[src/sv/pak_pkg.sv]
// Package for the planar arm kinematics block.
// Holds CORDIC constants, latencies, result types and the round/saturate helper.
// No dependencies.
package pak_pkg;

    localparam int CORDIC_STEPS = 16;
    localparam int TRIG_LAT = CORDIC_STEPS + 5;
    localparam int SUM_LAT = 4;
    localparam int NUM_JOINTS = 4;
    localparam logic signed [33:0] CORDIC_GAIN = 34'sd652032874;

    typedef logic signed [17:0] trig_t;
    typedef logic signed [17:0] rsum_t;

    typedef struct packed {
        logic [31:0] jx;
        logic [31:0] jy;
        logic [31:0] dx;
        logic [31:0] dy;
    } col_t;

    typedef struct packed {
        logic [31:0] px;
        logic [31:0] py;
        col_t [NUM_JOINTS-1:0] col;
    } res_t;

    function automatic logic signed [33:0] arc_step(input int i);
        case (i)
            0: return 34'sd536870912;
            1: return 34'sd316933406;
            2: return 34'sd167458907;
            3: return 34'sd85004756;
            4: return 34'sd42667331;
            5: return 34'sd21354465;
            6: return 34'sd10679838;
            7: return 34'sd5340245;
            8: return 34'sd2670163;
            9: return 34'sd1335087;
            10: return 34'sd667544;
            11: return 34'sd333772;
            12: return 34'sd166886;
            13: return 34'sd83443;
            14: return 34'sd41722;
            15: return 34'sd20861;
            default: return 34'sd0;
        endcase
    endfunction

    function automatic logic [31:0] rnd_sat(input logic signed [63:0] v, input int sh);
        logic signed [63:0] r;
        r = (v + (64'sd1 <<< (sh - 1))) >>> sh;
        if (r > 64'sd2147483647) begin
            return 32'h7fff_ffff;
        end else if (r < -64'sd2147483648) begin
            return 32'h8000_0000;
        end else begin
            return r[31:0];
        end
    endfunction

endpackage

[src/sv/pak_trig.sv]
// One sine/cosine lane: phase quantization to the table grid, then a 16 stage CORDIC.
// Depends on pak_pkg. Registered in turn: the quantization steps, the CORDIC stages and the output.
module pak_trig #(
    parameter int TABLE_ENTRIES = 1024
) (
    input  logic               aclk,
    input  logic               ce,
    input  logic [15:0]        phase,
    output pak_pkg::trig_t     sine,
    output pak_pkg::trig_t     cosine
);
    localparam int KW = $clog2(TABLE_ENTRIES + 1);
    localparam logic [KW-1:0] NC = KW'(TABLE_ENTRIES);
    localparam logic [40:0] RECIP = 41'((64'd1 << 48) / TABLE_ENTRIES);
    localparam int N = pak_pkg::CORDIC_STEPS;

    logic [KW-1:0] k1_reg, k2_reg, k3_reg;
    logic [31:0] q2_reg, q3_reg;
    logic [KW+31:0] qn3_reg;

    logic signed [33:0] x_reg [N+1];
    logic signed [33:0] y_reg [N+1];
    logic signed [33:0] z_reg [N+1];
    logic flip_reg [N+1];

    logic [KW+15:0] p1;
    logic [KW+40:0] p2;
    logic [KW+31:0] rem;
    logic [31:0] th, th2;
    logic flip_next;

    assign p1 = phase * NC;
    assign p2 = k1_reg * RECIP;
    assign rem = {k3_reg, 32'd0} - qn3_reg;
    assign th = q3_reg + ((rem >= (KW+32)'(NC)) ? 32'd1 : 32'd0);
    assign flip_next = (th[31:30] == 2'd1) || (th[31:30] == 2'd2);
    assign th2 = flip_next ? th - 32'h8000_0000 : th;

    always_ff @(posedge aclk) begin
        if (ce) begin
            k1_reg <= p1[KW+15:16];
            k2_reg <= k1_reg;
            q2_reg <= p2[47:16];
            k3_reg <= k2_reg;
            q3_reg <= q2_reg;
            qn3_reg <= q2_reg * NC;
            x_reg[0] <= pak_pkg::CORDIC_GAIN;
            y_reg[0] <= 34'sd0;
            z_reg[0] <= 34'(signed'(th2));
            flip_reg[0] <= flip_next;
        end
    end

    for (genvar i = 0; i < N; i++) begin : g_stage
        always_ff @(posedge aclk) begin
            if (ce) begin
                if (z_reg[i] >= 0) begin
                    x_reg[i+1] <= x_reg[i] - (y_reg[i] >>> i);
                    y_reg[i+1] <= y_reg[i] + (x_reg[i] >>> i);
                    z_reg[i+1] <= z_reg[i] - pak_pkg::arc_step(i);
                end else begin
                    x_reg[i+1] <= x_reg[i] + (y_reg[i] >>> i);
                    y_reg[i+1] <= y_reg[i] - (x_reg[i] >>> i);
                    z_reg[i+1] <= z_reg[i] + pak_pkg::arc_step(i);
                end
                flip_reg[i+1] <= flip_reg[i];
            end
        end
    end

    logic signed [33:0] xr, yr;
    assign xr = (x_reg[N] + 34'sd32768) >>> 16;
    assign yr = (y_reg[N] + 34'sd32768) >>> 16;

    always_ff @(posedge aclk) begin
        if (ce) begin
            cosine <= flip_reg[N] ? -xr[17:0] : xr[17:0];
            sine <= flip_reg[N] ? -yr[17:0] : yr[17:0];
        end
    end
endmodule

[config.mk]
export PLATFORM = sky130hd
export DESIGN_NAME = pak_trig
export DESIGN_NICKNAME = d
export VERILOG_FILES = /design/src/sv/pak_pkg.sv /design/src/sv/pak_trig.sv
export SDC_FILE = /design/constraint.sdc
export NUM_CORES = 2
export LEC_CHECK = 0
export BUFFER_PORTS_ARGS = -buffer_cell sky130_fd_sc_hd__buf_2
export CAP_MARGIN = 0
export CORE_UTILIZATION = 66
export DETAILED_ROUTE_END_ITERATION = 8
export PLACE_DENSITY = 0.83
export SETUP_SLACK_MARGIN = 0.3
export SKIP_CTS_REPAIR_TIMING = 1
export SYNTH_ARGS = -nofsm -noshare
export SYNTH_HDL_FRONTEND = slang
export SYNTH_SLANG_ARGS = --single-unit
[constraint.sdc]
create_clock -name aclk -period 8.9 [get_ports aclk]
set_clock_uncertainty 0.05 [all_clocks]
set_input_delay 1.78 -clock aclk [delete_from_list [all_inputs] [get_ports aclk]]
set_output_delay 1.78 -clock aclk [all_outputs]
set_load 0.01 [all_outputs]
* Word-level counts from Yosys, hierarchy flattened
Memory sizes are Yosys's and may differ from the RTL's. Index checks and enable logic that the tools add are counted.
Storage, ports and cells: bits in registers 66, RAM bits 1751, input bits 18, output and inout port bits 36, memories kept 4
Memories:
- x_reg | words 17, width 34, read ports 17, clocked after memory_dff 0, wr ports 17, RTL line pak_trig.sv:21 | logic signed [33:0] x_reg [N+1];
- y_reg | words 17, width 34, read ports 17, clocked after memory_dff 0, wr ports 17, RTL line pak_trig.sv:22 | logic signed [33:0] y_reg [N+1];
- z_reg | words 17, width 34, read ports 16, clocked after memory_dff 0, wr ports 17, RTL line pak_trig.sv:23 | logic signed [33:0] z_reg [N+1];
- flip_reg | words 17, width 1, read ports 17, clocked after memory_dff 0, wr ports 17, RTL line pak_trig.sv:24 | logic flip_reg [N+1];
Operators by class: $add $sub $neg 102, magnitude comparators 17, equality and inequality tests 2, multiplexer cells 150, bitwise operators 48, reduce and logical (&&, ||, !) cells 1
Operators with widths (number):
- 34-bit two-way mux | 48
- 34-bit by 1-bit greater-or-equal comparator with 1-bit output, second input constant | 16
- 34-bit by 17-bit adder with 34-bit output, second input constant | 3
- 1-bit two-way mux | 99
- 34-bit by 19-bit adder with 34-bit output | 2
- 34-bit by 20-bit adder with 34-bit output | 2
- 34-bit by 21-bit adder with 34-bit output | 2
- 34-bit by 22-bit adder with 34-bit output | 2
- 34-bit by 23-bit adder with 34-bit output | 2
- 34-bit by 24-bit adder with 34-bit output | 2
- 34-bit by 25-bit adder with 34-bit output | 2
- 34-bit by 26-bit adder with 34-bit output | 2
- 34-bit by 27-bit adder with 34-bit output | 2
- 34-bit by 28-bit adder with 34-bit output | 2
- 34-bit by 29-bit adder with 34-bit output | 2
- 34-bit by 30-bit adder with 34-bit output | 2
- 34-bit by 31-bit adder with 34-bit output | 2
- 34-bit by 32-bit adder with 34-bit output | 2
- 34-bit by 33-bit adder with 34-bit output | 2
- 34-bit by 19-bit subtractor with 34-bit output | 2
- 34-bit by 20-bit subtractor with 34-bit output | 2
- 34-bit by 21-bit subtractor with 34-bit output | 2
- 34-bit by 22-bit subtractor with 34-bit output | 2
- 34-bit by 23-bit subtractor with 34-bit output | 2
- 54 further kinds | 114

* Logic depth before layout (Yosys ltp)
depth in word-level cells 7, mapped depth 23

* Least setup slack after synthesis
No wires, ideal clock.
kind input to register, from input ce, to memory x_reg[6][33], data pin, library setup time 269 ps, data arrival time 6600 ps, data required time 8581 ps, setup slack 1980 ps, stages 21, buffers on the path 5, cells stage by stage clkbuf_1 > clkbuf_1 > nand2_1 > inv_2 > clkbuf_1 > clkbuf_1 > buf_1 > nor2_1 > xor2_1 > ha_1 > a21oi_1 > o21bai_1 > a2111oi_0 > nor3b_1 > o311a_1 > a211oi_1 > or3_1 > o21ai_1 > o41ai_1 > mux2i_1 > o311ai_1
RTL lines:
- start, declared | RTL line pak_trig.sv:7 | input logic ce,
- end, declared | RTL line pak_trig.sv:21

==> flow_metrics.py <==
metrics = {
    "timing": {
        "slew_headroom": 0.0452,
        "finalSetupViolations": 0,
        "rsz0062_at_grt": "no",
        "period_share": 0.750,
        "finalHoldViolCount": 0,
        "maxClockFrequency_mhz": 150,
        "final.setup.worst_slack_ps": 2230,
        "final_max_slew_viol_count": 0,
        "final.setup.tns_ps": 0,
        "actual_transition_at_the_worst_max_transition_pin_ps": 1420,
        "period_minus_slack_ps": 6670,
    },
    "min_path": {
        "worst_hold_path.num_cells": 0,
        "hold_path.class": "reg2reg",
        "hold_end": "k3_reg[0]$_DFFE_PP_",
        "min_delay_startpoint": "k2_reg[0]$_DFFE_PP_",
    },
    "floorplanning": {
        "std_cell_rows": 157,
        "floorplan.core_area_mm2": 0.184,
        "boundary_pins": 54,
        "die-area_mm2": 0.187,
        "die_y_um": 433,
        "overall_die_width_um": 433,
        "starting_density_of_the_core": 0.667,
    },
    "logic_synthesis": {
        "syn_area_per_cell_um2": 9.53,
        "number_of_flops_mapped_to_enable_cells_by_yosys": 1480,
        "yosysUniqueCellTypes": 92,
        "number_of_warning_messages_in_the_yosys_log": 0,
        "mappedNetlistArea_mm2": 0.122,
        "synth_seq_cells": 1480,
        "post-synth-top-area-fraction": 0.363,
        "synth.yosys.seq_area_share": 0.363,
        "async_flop_share": 0,
        "netlist_instances": 12800,
        "synth.net_count": 14200,
        "synth.top_cells.by_area": "sky130_fd_sc_hd__edfxtp_1, sky130_fd_sc_hd__ha_1, sky130_fd_sc_hd__xnor2_1",
        "most_common_flop_cell_mapped_by_yosys": "sky130_fd_sc_hd__edfxtp_1",
        "yosys.area.top_type": "sky130_fd_sc_hd__edfxtp_1",
    },
    "finish": {
        "multi_input_comb_area_mm2": 0.0748,
        "final_cell_area_mm2": 0.131,
        "seqCellArea_mm2": 0.0444,
        "layout-drive-gt1-share": 0.0412,
        "final_net_count": 14200,
        "nFillCells": 13800,
        "layout_commonest_cell": "sky130_fd_sc_hd__edfxtp_1",
        "areaGrowthSynthToFinish_pct": 6.72,
        "stdcell_count": 15400,
        "largest_register_ff_count": 496,
        "layout_common_cells": "sky130_fd_sc_hd__edfxtp_1, sky130_fd_sc_hd__xnor2_1, sky130_fd_sc_hd__ha_1",
    },
    "drt": {
        "detailedRoute.firstPassIterationCount": 7,
        "detail_route.drc_violations": 0,
        "routed_wl_mm": 317,
        "detail_route.vias_per_cell": 6.43,
        "drtAntennaViolNets": 0,
        "dr.first_iter.drc_count": 9840,
        "routedWlPerCell_um": 20.5,
        "vias": 99300,
    },
    "critical_path": {
        "critical_path.endpoint_type": "flop",
        "timing_worst_setup_path_type": "in2reg",
        "worst-r2r-cell-count": 15,
        "cp_max_fo": 62,
        "worst_r2r_src": "y_reg[13][17]$_DFFE_PP_",
        "reg2reg_to": "x_reg[14][32]$_DFFE_PP_",
        "worst_setup_path_start_kind": "primary input",
        "critPathArrivalTime_ps": 7190,
        "critical_path_required_ps": 9420,
        "r2r_slack_ps": 2960,
    },
    "placed_design": {
        "gp_routability_congestion": 1.00,
        "dp_cells": 15100,
        "placement.setup.worst_slack_ps": 1610,
        "placed_area_mm2": 0.125,
        "place.detailed.hpwl_mm": 246,
        "placement.io_buffers": 47,
    },
    "grt": {
        "first_global_vias": 93400,
        "grt_max_degree": 110,
        "grt.overflow.total": 0,
        "grt.total_usage": 0.331,
        "grt_pass1_wl_mm": 498,
        "initial_antenna_violation_count": 10,
    },
    "cts": {
        "worst_skew_pair.late_latency_ps": 830,
        "cts_sinks": 1480,
        "clk_pin_slew_ps": 60,
        "clock_tree.htree_level_count": 4,
        "clock_tree_buf_depth": 3,
        "cts_tree": "yes",
        "tritoncts.num_buffers": 167,
        "cts-root-buf": "sky130_fd_sc_hd__clkbuf_16",
    },
    "flow_run": {
        "drv.max_cap_violation_count": 0,
    },
    "run_status": {
        "status": "completed",
    },
}
==> layout make-up <==
cell class | count | area share
multi-input cells | 10500 | 0.572
clock inverters | 101 | 0.00774
repair buffers | 122 | 0.00642
inverters | 565 | 0.0162
diodes | 5 | 0.0000958
flip-flops and latches | 1480 | 0.340
well taps | 2464 | 0.0236
clock buffers | 200 | 0.0336
==> worst max-delay path by stage <==
| stage | cells past startpoint | from | end |
|---|---|---|---|
| 6_report | 19 | ce | x_reg[10][30]$_DFFE_PP_ |
| 3_5_place_dp | 18 | ce | y_reg[9][31]$_DFFE_PP_ |
| 3_3_place_gp | 18 | ce | y_reg[9][31]$_DFFE_PP_ |
| 4_1_cts | 19 | ce | x_reg[14][32]$_DFFE_PP_ |
| 2_1_floorplan | 21 | ce | x_reg[6][33]$_DFFE_PP_ |
| 5_1_grt | 18 | ce | y_reg[9][31]$_DFFE_PP_ |
==> layer usage <==
layer,wire (um),share of wire,global-route usage
met1,138000,0.43,0.465
met2,142000,0.45,0.522
met3,27100,0.086,0.0533
met4,9880,0.031,0.106
met5,0,0,0
==> critical path, cell delays in order <==
cell,delay [ps]
sky130_fd_sc_hd__buf_12,320
sky130_fd_sc_hd__buf_4,480
sky130_fd_sc_hd__nand2_2,110
sky130_fd_sc_hd__buf_4,360
sky130_fd_sc_hd__o21ai_0,340
sky130_fd_sc_hd__inv_1,100
sky130_fd_sc_hd__fa_1,410
sky130_fd_sc_hd__nor2b_1,120
sky130_fd_sc_hd__o21ai_0,120
sky130_fd_sc_hd__a21boi_0,310
sky130_fd_sc_hd__nor2_1,130
sky130_fd_sc_hd__o21bai_1,190
sky130_fd_sc_hd__a31oi_1,190
sky130_fd_sc_hd__o31ai_1,740
sky130_fd_sc_hd__a311oi_1,300
sky130_fd_sc_hd__o31ai_1,600
sky130_fd_sc_hd__a21bo_2,230
sky130_fd_sc_hd__a21oi_1,70
sky130_fd_sc_hd__xnor2_1,120
==> synthesized netlist by cell type (59+ instances only) <==
cell type,instances
sky130_fd_sc_hd__a211oi_1,94
sky130_fd_sc_hd__a21o_1,509
sky130_fd_sc_hd__a21oi_1,1245
sky130_fd_sc_hd__a31oi_1,137
sky130_fd_sc_hd__and2_1,65
sky130_fd_sc_hd__and3_1,134
sky130_fd_sc_hd__buf_1,64
sky130_fd_sc_hd__clkbuf_1,230
sky130_fd_sc_hd__edfxtp_1,1480
sky130_fd_sc_hd__ha_1,1267
sky130_fd_sc_hd__inv_1,557
sky130_fd_sc_hd__mux2i_1,65
sky130_fd_sc_hd__nand2_1,812
sky130_fd_sc_hd__nand2b_1,199
sky130_fd_sc_hd__nand3_1,254
sky130_fd_sc_hd__nand4_1,86
sky130_fd_sc_hd__nor2_1,986
sky130_fd_sc_hd__nor2b_1,178
sky130_fd_sc_hd__nor3_1,298
sky130_fd_sc_hd__nor4_1,74
sky130_fd_sc_hd__o211ai_1,59
sky130_fd_sc_hd__o21a_1,159
sky130_fd_sc_hd__o21ai_0,726
sky130_fd_sc_hd__o21bai_1,151
sky130_fd_sc_hd__o31ai_1,134
sky130_fd_sc_hd__o41ai_1,59
sky130_fd_sc_hd__or3_1,110
sky130_fd_sc_hd__xnor2_1,1301
sky130_fd_sc_hd__xor2_1,594
==> cell families after synthesis <==
kind of cell             count (synthesis)  share of synthesized area
AO/OA/AOI/OAI                         3760                      0.193
XOR/XNOR                              1895                      0.136
adder cells (fa/ha/maj)               1326                      0.138
buffers and inverters                  862                     0.0265
flip-flops                            1480                      0.363
multiplexers                           111                    0.00955
AND/OR/NAND/NOR                       3414                      0.134
==> metrics by stage <==
stage               hold slack [ps]  utilization
finish                          357        0.711
global route                    366        0.711
CTS                             359        0.711
detailed placement              355        0.682
global placement                351        0.682
floorplan                       350            -
Power is left out: the tool's default activity adds up to more than one toggle a clock period on the data nets, which glitch-free logic cannot reach.
